### src/plo_pkg.sv
// shared types and codes for the positional ordered list
package plo_pkg;

    typedef enum logic [2:0] {
        OP_INS_FRONT = 3'd0,
        OP_INS_AT    = 3'd1,
        OP_INS_END   = 3'd2,
        OP_DEL_FRONT = 3'd3,
        OP_DEL_AT    = 3'd4,
        OP_DEL_END   = 3'd5,
        OP_SEARCH    = 3'd6,
        OP_DUMP      = 3'd7
    } t_op;

    typedef enum logic [2:0] {
        ST_OK        = 3'd0,
        ST_FULL      = 3'd1,
        ST_EMPTY     = 3'd2,
        ST_RANGE     = 3'd3,
        ST_NOT_FOUND = 3'd4
    } t_status;

    typedef enum logic [2:0] {
        S_IDLE,
        S_SHIFT_RD,
        S_SHIFT_WR,
        S_PUT,
        S_EMIT,
        S_SCAN_RD,
        S_SCAN_CHK,
        S_DUMP_OUT
    } t_state;

    typedef struct packed {
        logic [2:0]         operation;
        logic signed [31:0] value;
        logic [4:0]         position;
    } t_in_item;

    typedef struct packed {
        logic [2:0]         status;
        logic signed [31:0] item_value;
        logic [4:0]         item_position;
        logic               last;
    } t_out_item;

    typedef struct packed {
        logic rd_en;
        logic wr_en;
    } t_mem_ctl;

endpackage

### src/plo_store.sv
// element store: one write port and one registered read port
module plo_store #(
    parameter int DEPTH = 16,
    parameter int WIDTH = 32,
    localparam int AW = $clog2(DEPTH)
) (
    input  logic             i_clk,
    input  plo_pkg::t_mem_ctl i_ctl,
    input  logic [AW-1:0]    i_rd_addr,
    input  logic [AW-1:0]    i_wr_addr,
    input  logic [WIDTH-1:0] i_wr_data,
    output logic [WIDTH-1:0] o_rd_data
);
    import plo_pkg::*;

    logic [WIDTH-1:0] r_mem [DEPTH];
    logic [WIDTH-1:0] r_rd_data;

    always_ff @(posedge i_clk) begin
        if (i_ctl.wr_en) begin
            r_mem[i_wr_addr] <= i_wr_data;
        end
        if (i_ctl.rd_en) begin
            r_rd_data <= r_mem[i_rd_addr];
        end
    end

    assign o_rd_data = r_rd_data;

endmodule

### src/plo_ctrl.sv
// sequencer: decodes an operation and steps the shared index over the store
module plo_ctrl #(
    parameter int CAPACITY    = 16,
    parameter int VALUE_WIDTH = 32,
    localparam int CW = $clog2(CAPACITY + 1),
    localparam int AW = $clog2(CAPACITY)
) (
    input  logic                   i_clk,
    input  logic                   i_rst_n,
    input  logic                   i_in_valid,
    output logic                   o_in_ready,
    input  plo_pkg::t_in_item      i_in_item,
    input  logic                   i_out_space,
    output logic                   o_emit,
    output plo_pkg::t_out_item     o_emit_item,
    output plo_pkg::t_mem_ctl      o_mem,
    output logic [AW-1:0]          o_rd_addr,
    output logic [AW-1:0]          o_wr_addr,
    output logic [VALUE_WIDTH-1:0] o_wr_data,
    input  logic [VALUE_WIDTH-1:0] i_rd_data
);
    import plo_pkg::*;

    localparam int XW = ((CW > 5) ? CW : 5) + 1;

    t_state                 r_state, n_state;
    t_op                    r_op, n_op;
    t_status                r_status, n_status;
    logic [VALUE_WIDTH-1:0] r_val, n_val;
    logic [CW-1:0]          r_count, n_count;
    logic [CW-1:0]          r_idx, n_idx;
    logic [CW-1:0]          r_tgt, n_tgt;
    logic [4:0]             r_rpos, n_rpos;

    logic [CW-1:0] w_idx_up;
    logic [CW-1:0] w_idx_dn;
    logic [CW-1:0] w_tgt;
    logic [XW-1:0] w_pos;
    logic [XW-1:0] w_cnt;
    logic [4:0]    w_item_pos;
    logic          w_ins;
    logic          w_last;
    t_op           w_in_op;

    assign w_idx_up   = r_idx + CW'(1);
    assign w_idx_dn   = r_idx - CW'(1);
    assign w_pos      = XW'(i_in_item.position);
    assign w_cnt      = XW'(r_count);
    assign w_item_pos = 5'(w_idx_up);
    assign w_last     = (w_idx_up == r_count);
    assign w_in_op    = t_op'(i_in_item.operation);
    assign w_ins      = (r_op == OP_INS_FRONT) || (r_op == OP_INS_AT) || (r_op == OP_INS_END);

    always_ff @(posedge i_clk) begin
        if (!i_rst_n) begin
            r_state <= S_IDLE;
            r_count <= '0;
        end else begin
            r_state <= n_state;
            r_count <= n_count;
        end
        r_op     <= n_op;
        r_status <= n_status;
        r_val    <= n_val;
        r_idx    <= n_idx;
        r_tgt    <= n_tgt;
        r_rpos   <= n_rpos;
    end

    always_comb begin
        n_state     = r_state;
        n_op        = r_op;
        n_status    = r_status;
        n_val       = r_val;
        n_count     = r_count;
        n_idx       = r_idx;
        n_tgt       = r_tgt;
        n_rpos      = r_rpos;
        w_tgt       = '0;
        o_in_ready  = 1'b0;
        o_emit      = 1'b0;
        o_emit_item = '0;
        o_mem       = '0;
        o_rd_addr   = AW'(r_idx);
        o_wr_addr   = AW'(r_idx);
        o_wr_data   = i_rd_data;

        case (r_state)
            S_IDLE: begin
                o_in_ready = 1'b1;
                if (i_in_valid) begin
                    n_op     = w_in_op;
                    n_val    = VALUE_WIDTH'(i_in_item.value);
                    n_status = ST_OK;
                    n_rpos   = '0;
                    case (w_in_op)
                        OP_INS_FRONT, OP_INS_AT, OP_INS_END: begin
                            if (w_in_op == OP_INS_END) begin
                                w_tgt = r_count;
                            end else if (w_in_op == OP_INS_AT) begin
                                w_tgt = CW'(w_pos - XW'(1));
                            end
                            if (r_count == CW'(CAPACITY)) begin
                                n_status = ST_FULL;
                                n_state  = S_EMIT;
                            end else if (w_in_op == OP_INS_AT &&
                                         (w_pos == '0 || w_pos > w_cnt + XW'(1))) begin
                                n_status = ST_RANGE;
                                n_state  = S_EMIT;
                            end else begin
                                n_tgt   = w_tgt;
                                n_idx   = r_count;
                                n_state = (r_count > w_tgt) ? S_SHIFT_RD : S_PUT;
                            end
                        end
                        OP_DEL_FRONT, OP_DEL_AT, OP_DEL_END: begin
                            if (w_in_op == OP_DEL_END) begin
                                w_tgt = r_count - CW'(1);
                            end else if (w_in_op == OP_DEL_AT) begin
                                w_tgt = CW'(w_pos - XW'(1));
                            end
                            if (r_count == '0) begin
                                n_status = ST_EMPTY;
                                n_state  = S_EMIT;
                            end else if (w_in_op == OP_DEL_AT &&
                                         (w_pos == '0 || w_pos > w_cnt)) begin
                                n_status = ST_RANGE;
                                n_state  = S_EMIT;
                            end else begin
                                n_idx   = w_tgt;
                                n_count = r_count - CW'(1);
                                n_state = (w_tgt < r_count - CW'(1)) ? S_SHIFT_RD : S_EMIT;
                            end
                        end
                        OP_SEARCH: begin
                            n_idx = '0;
                            if (r_count == '0) begin
                                n_status = ST_NOT_FOUND;
                                n_state  = S_EMIT;
                            end else begin
                                n_state = S_SCAN_RD;
                            end
                        end
                        OP_DUMP: begin
                            n_idx = '0;
                            if (r_count == '0) begin
                                n_status = ST_EMPTY;
                                n_state  = S_EMIT;
                            end else begin
                                n_state = S_SCAN_RD;
                            end
                        end
                        default: begin
                            n_state = S_IDLE;
                        end
                    endcase
                end
            end
            S_SHIFT_RD: begin
                o_mem.rd_en = 1'b1;
                o_rd_addr   = w_ins ? AW'(w_idx_dn) : AW'(w_idx_up);
                n_state     = S_SHIFT_WR;
            end
            S_SHIFT_WR: begin
                o_mem.wr_en = 1'b1;
                if (w_ins) begin
                    n_idx   = w_idx_dn;
                    n_state = (w_idx_dn > r_tgt) ? S_SHIFT_RD : S_PUT;
                end else begin
                    n_idx   = w_idx_up;
                    n_state = (w_idx_up < r_count) ? S_SHIFT_RD : S_EMIT;
                end
            end
            S_PUT: begin
                o_mem.wr_en = 1'b1;
                o_wr_addr   = AW'(r_tgt);
                o_wr_data   = r_val;
                n_count     = r_count + CW'(1);
                n_state     = S_EMIT;
            end
            S_EMIT: begin
                if (i_out_space) begin
                    o_emit                    = 1'b1;
                    o_emit_item.status        = r_status;
                    o_emit_item.item_position = r_rpos;
                    o_emit_item.last          = 1'b1;
                    n_state                   = S_IDLE;
                end
            end
            S_SCAN_RD: begin
                o_mem.rd_en = 1'b1;
                n_state     = (r_op == OP_DUMP) ? S_DUMP_OUT : S_SCAN_CHK;
            end
            S_SCAN_CHK: begin
                if (i_rd_data == r_val) begin
                    n_status = ST_OK;
                    n_rpos   = w_item_pos;
                    n_state  = S_EMIT;
                end else if (w_last) begin
                    n_status = ST_NOT_FOUND;
                    n_rpos   = '0;
                    n_state  = S_EMIT;
                end else begin
                    n_idx   = w_idx_up;
                    n_state = S_SCAN_RD;
                end
            end
            S_DUMP_OUT: begin
                if (i_out_space) begin
                    o_emit                    = 1'b1;
                    o_emit_item.status        = ST_OK;
                    o_emit_item.item_value    = 32'(i_rd_data);
                    o_emit_item.item_position = w_item_pos;
                    o_emit_item.last          = w_last;
                    n_idx                     = w_idx_up;
                    n_state                   = w_last ? S_IDLE : S_SCAN_RD;
                end
            end
            default: begin
                n_state = S_IDLE;
            end
        endcase
    end

endmodule

### src/positional_ordered_list_top.sv
// top level of the positional ordered list with its output register
//
// channel   direction  signals                                payload
// in        input      i_in_valid / o_in_ready                 t_in_item
// out       output     o_out_valid / i_out_ready               t_out_item
//
// work per item, n = count, k = 0-based target index:
//   insert moves elements k..n-1 up then writes, delete moves k+1..n-1 down,
//   search reads up to a match, dump emits all n; a result waits on a full output
// every element move or look goes through the store's one read and one write port
// synchronous active-low reset empties the list; the store needs no clearing
// a result waits in the output register while the next step runs; sequencer holds when full
module positional_ordered_list_top #(
    parameter int CAPACITY    = 16,
    parameter int VALUE_WIDTH = 32
) (
    input  logic               i_clk,
    input  logic               i_rst_n,
    input  logic               i_in_valid,
    output logic               o_in_ready,
    input  plo_pkg::t_in_item  i_in_item,
    output logic               o_out_valid,
    input  logic               i_out_ready,
    output plo_pkg::t_out_item o_out_item
);
    import plo_pkg::*;

    localparam int AW = $clog2(CAPACITY);

    t_mem_ctl               w_mem;
    logic [AW-1:0]          w_rd_addr;
    logic [AW-1:0]          w_wr_addr;
    logic [VALUE_WIDTH-1:0] w_wr_data;
    logic [VALUE_WIDTH-1:0] w_rd_data;
    logic                   w_emit;
    t_out_item              w_emit_item;
    logic                   w_space;

    logic                   r_out_valid;
    t_out_item              r_out_item;

    assign w_space = !r_out_valid || i_out_ready;

    plo_ctrl #(
        .CAPACITY   (CAPACITY),
        .VALUE_WIDTH(VALUE_WIDTH)
    ) u_ctrl (
        .i_clk      (i_clk),
        .i_rst_n    (i_rst_n),
        .i_in_valid (i_in_valid),
        .o_in_ready (o_in_ready),
        .i_in_item  (i_in_item),
        .i_out_space(w_space),
        .o_emit     (w_emit),
        .o_emit_item(w_emit_item),
        .o_mem      (w_mem),
        .o_rd_addr  (w_rd_addr),
        .o_wr_addr  (w_wr_addr),
        .o_wr_data  (w_wr_data),
        .i_rd_data  (w_rd_data)
    );

    plo_store #(
        .DEPTH(CAPACITY),
        .WIDTH(VALUE_WIDTH)
    ) u_store (
        .i_clk    (i_clk),
        .i_ctl    (w_mem),
        .i_rd_addr(w_rd_addr),
        .i_wr_addr(w_wr_addr),
        .i_wr_data(w_wr_data),
        .o_rd_data(w_rd_data)
    );

    always_ff @(posedge i_clk) begin
        if (!i_rst_n) begin
            r_out_valid <= 1'b0;
        end else if (w_emit) begin
            r_out_valid <= 1'b1;
        end else if (i_out_ready) begin
            r_out_valid <= 1'b0;
        end
        if (w_emit) begin
            r_out_item <= w_emit_item;
        end
    end

    assign o_out_valid = r_out_valid;
    assign o_out_item  = r_out_item;

    a_emit_has_space: assert property (@(posedge i_clk) disable iff (!i_rst_n)
        w_emit && r_out_valid |-> i_out_ready)
        else $error("result overwrites a waiting item");

    a_no_emit_when_ready: assert property (@(posedge i_clk) disable iff (!i_rst_n)
        o_in_ready |-> !w_emit)
        else $error("result produced while accepting a new item");

    a_error_is_final: assert property (@(posedge i_clk) disable iff (!i_rst_n)
        o_out_valid && o_out_item.status != ST_OK |->
            o_out_item.last && o_out_item.item_value == '0)
        else $error("error result not final or carries a value");

    a_emit_fills_output: assert property (@(posedge i_clk) disable iff (!i_rst_n)
        w_emit |=> o_out_valid)
        else $error("emitted result not presented");

endmodule

### config.mk
export PLATFORM = sky130hd
export DESIGN_NAME = positional_ordered_list_top
export DESIGN_NICKNAME = d
export VERILOG_FILES = /design/src/plo_pkg.sv /design/src/plo_store.sv /design/src/plo_ctrl.sv /design/src/positional_ordered_list_top.sv
export SDC_FILE = /design/constraint.sdc
export NUM_CORES = 1
export LEC_CHECK = 0
export BUFFER_PORTS_ARGS = -buffer_cell sky130_fd_sc_hd__buf_2
export CORE_MARGIN = 2
export CORE_UTILIZATION = 28
export CTS_BUF_LIST = sky130_fd_sc_hd__clkbuf_8
export DETAILED_ROUTE_END_ITERATION = 10
export MAX_ROUTING_LAYER = met4
export SLEW_MARGIN = 20
export SYNTH_ARGS = -nofsm -noshare
export SYNTH_HDL_FRONTEND = slang
export SYNTH_HIERARCHICAL = 1
export SYNTH_SLANG_ARGS = --single-unit
export TNS_END_PERCENT = 50
### constraint.sdc
create_clock -name i_clk -period 4.9 [get_ports i_clk]
set_clock_uncertainty 0.05 [all_clocks]
set_input_delay 0.735 -clock i_clk [delete_from_list [all_inputs] [get_ports i_clk]]
set_output_delay 0.735 -clock i_clk [all_outputs]
set_load 0.005 [all_outputs]
==> impl_metrics.toml <==
[global_route]
gr-usage-all-layers_pct = 14.4
grt_max_degree = 71
grt_pass1_wl_mm = 100
antenna_found_initial = 4
grt_remaining_overflow = 0
grt_pass1_vias = 14400

[final_layout]
layout_common_cells = "edfxtp_1, nand2_1, mux4_2, clkbuf_8, buf_2"
stdcell_count = 2951
area_delta_synth_final_pct = 15.5
nNetsFinal = 1693
final_cell_area_sq_um = 30500
mostFrequentLayoutCell = "edfxtp_1"
drive_above_1_share_pct = 24.7

[die]
core-area_sq_um = 93300
dieArea_sq_um = 96600
initial_utilization_pct = 28.3
io_pins = 87
fp-row-count = 112
die_w_um = 311
die_y_um = 311

[yosys]
synth_ff_type = "edfxtp_1"
synth_edf_count = 638
synth_cell_types = 71
synthArstFlopShare_pct = 0
ys_warn_count = 6
synth_fp_nets = 1543
ys_ff_latch = 647
seq_area_frac_synth_pct = 73.3
syn_area_sq_um = 26400
synthCells = 1465
avgSynthCellArea_sq_um = 18.0

[critical_path]
reg2regPathDepth = 7
cp-end-kind = "register"
critPathKind = "reg2reg"
r2r-end = "u_store/o_rd_data[27]$_DFFE_PP_"
worstPathRequired_ns = 5.40
crit_arrival_ns = 4.57
r2r_start = "u_ctrl/r_state[0]$_SDFFE_PN0P_"
path_max_fanout = 32
ff2ff_setup_slack_ns = 0.83
setup.worst_path.start_class = "register"

[detailed_routing]
route.vias.total = 14200
firstDrtPassIters = 5
drc_errors = 0
wire_per_inst_um = 23.1
ant_nets = 0
routed_via_density = 4.82
wl_mm = 68.2
drt_iter0_drc = 1522

[status]
run_status = "finished, final reports clean"

[job]
drv_cap = 0

[placement]
dpl_worst_slack_ns = 1.03
place_congestion = 0.887
post_dp_cell_area_sq_um = 28500
port_buffers = 86
dpl.cell_count = 2762
hpwlAfterDp_mm = 44.2

[min_path]
hold_start = "i_in_item[18]"
min_to = "u_ctrl/r_val[13]$_DFFE_PP_"
worstHoldPathCells = 1
hold_class = "in2reg"

[timing]
rsz0062_at_grt = "false"
finalCritPeriodShare_pct = 83.0
hold_viol_final = 0
finalWorstSetupSlack_ns = 0.833
min_period_ns = 4.07
fmax_mhz = 246
drv_slew = 0
slew_headroom_pct = 18.5
worst_pin_slew_ns = 1.21
tns_ns = 0
finalSetupViolations = 0

[power_and_ir_drop]
pwr-share-seq_pct = 41.4
ir_drop_mv = 0.553
combinationalPowerShare_pct = 36.9
p_per_area_nw_per_um2 = 639
power_leakage_nw = 10.1
p_int_mw = 12.3
p_sw_share_pct = 36.6
p_switching_mw = 7.13
p_clk_share_pct = 21.7

[clock_network]
h-tree-depth = 3
cts_resized = 0
clock_latency_ns = 0.72
cts_num_sinks = 647
clkTransAtPathRegs_ns = 0.06
cts_tree = "yes"
post_cts_buffers = 0
cts.root.buffer_cell = "clkbuf_8"
cts.path.max_buffers = 3
cts-buffers-inserted = 101
hold_buffers = 0
[Yosys cell counts, types with 5 or more instances]
cell / n / area (sq um)
nand4_1: 8 / 50.1
inv_1: 31 / 116
buf_4: 13 / 97.6
buf_2: 10 / 50.1
ha_1: 34 / 425
a211oi_1: 5 / 37.5
dfxtp_1: 9 / 180
nand2b_1: 7 / 43.8
o21ai_0: 21 / 105
a21o_1: 7 / 52.6
edfxtp_1: 638 / 19200
xor2_1: 38 / 333
buf_1: 12 / 45.0
nor2_1: 39 / 146
mux4_2: 128 / 2880
nor2b_1: 10 / 62.6
clkbuf_1: 30 / 113
nand2_1: 177 / 664
a22oi_1: 67 / 503
nor4_1: 8 / 50.1
nand3_1: 18 / 90.1
nor3_1: 7 / 35.0
xnor2_1: 12 / 105
and2_1: 38 / 238
o21a_1: 5 / 37.5
a21oi_1: 21 / 105
[area by class of cell]
class | count | area [sq um]
clock inverters | 80 | 439
inverters | 34 | 128
well taps | 1254 | 1570
repair buffers | 114 | 831
flip-flops and latches | 647 | 19300
diodes | 3 | 7.51
fillers | 8973 | 62900
multi-input cells | 717 | 6750
clock buffers | 102 | 1400
[flip-flops by register name, indices dropped and copies added, names as in the netlist]
register and count:
u_ctrl/r_status 3, u_ctrl/r_val 32, u_ctrl/r_idx 5, u_ctrl/r_op 3
u_store/r_mem 512, o_out_item 41, u_store/o_rd_data 32, u_ctrl/r_count 5
o_out_valid 1, u_ctrl/r_state 3, u_ctrl/r_rpos 5, u_ctrl/r_tgt 5
[kinds of logic (layout without fill, tap and decap cells)]
logic type                 Yosys count  count (layout)  share of synthesized area (%)
other                                0               3                              0
xor gates and xnor gates            50              50                           1.66
and+or+nand+nor                    336             336                           5.97
buffers and inverters              101             330                           1.73
muxes                              132             132                           11.1
DFF                                647             647                           73.3
AOI/OAI and AO/OA                  164             164                           4.56
adders and majority gates           35              35                           1.65
[how the worst max path moves through the flow]
stage | to | startpoint | slack [ns] | cells after the start
final | u_store/o_rd_data[27]$_DFFE_PP_ | u_ctrl/r_state[0]$_SDFFE_PN0P_ | 0.83 | 7
after global routing | u_store/o_rd_data[24]$_DFFE_PP_ | u_ctrl/r_state[0]$_SDFFE_PN0P_ | 0.60 | 7
after CTS | u_store/o_rd_data[27]$_DFFE_PP_ | u_ctrl/r_state[0]$_SDFFE_PN0P_ | 1.04 | 7
after detailed placement | u_store/o_rd_data[27]$_DFFE_PP_ | u_ctrl/r_state[0]$_SDFFE_PN0P_ | 1.03 | 7
after global placement | u_store/o_rd_data[24]$_DFFE_PP_ | u_ctrl/r_state[0]$_SDFFE_PN0P_ | 1.06 | 7
after floorplan | u_store/r_mem[0][0]$_DFFE_PP_ | u_ctrl/r_state[1]$_SDFFE_PN0P_ | 0.52 | 7
[per-stage QoR]
stage,total power [mW],util (%),hold WS (ns)
after floorplan,12.8,-,0.446
after global placement,15.2,30.5,0.455
after detailed placement,15.3,30.5,0.460
after CTS,19.6,32.5,0.0761
after global routing,20.5,32.6,0.0882
final,19.5,32.6,0.139
[per-layer routing]
metal	GRT usage, %	wire length [um]
met1	20.7	31000
met2	19.9	29200
met5	-	0
met3	4.33	6540
met4	3.61	1490
[power groups by stage]
stage               clock network, mW  registers [mW]  logic (mW)
floorplan                           0            7.85        4.92
global placement                    0            8.15        7.04
detailed placement                  0            8.16        7.15
CTS                              4.34            8.06        7.17
global route                     4.58            8.11        7.79
finish                           4.22            8.06        7.19
[critical path, cell delays in order (launching register included)]
cell and delay, ns:
dfxtp_1 0.63, nand2b_1 0.22, nor2_1 0.55, nand2_1 0.14, xnor2_1 0.73, nor2b_4 1.03, a22oi_1 0.37, nand2_1 0.17
No activity file was read; power rests on OpenSTA's default activity.
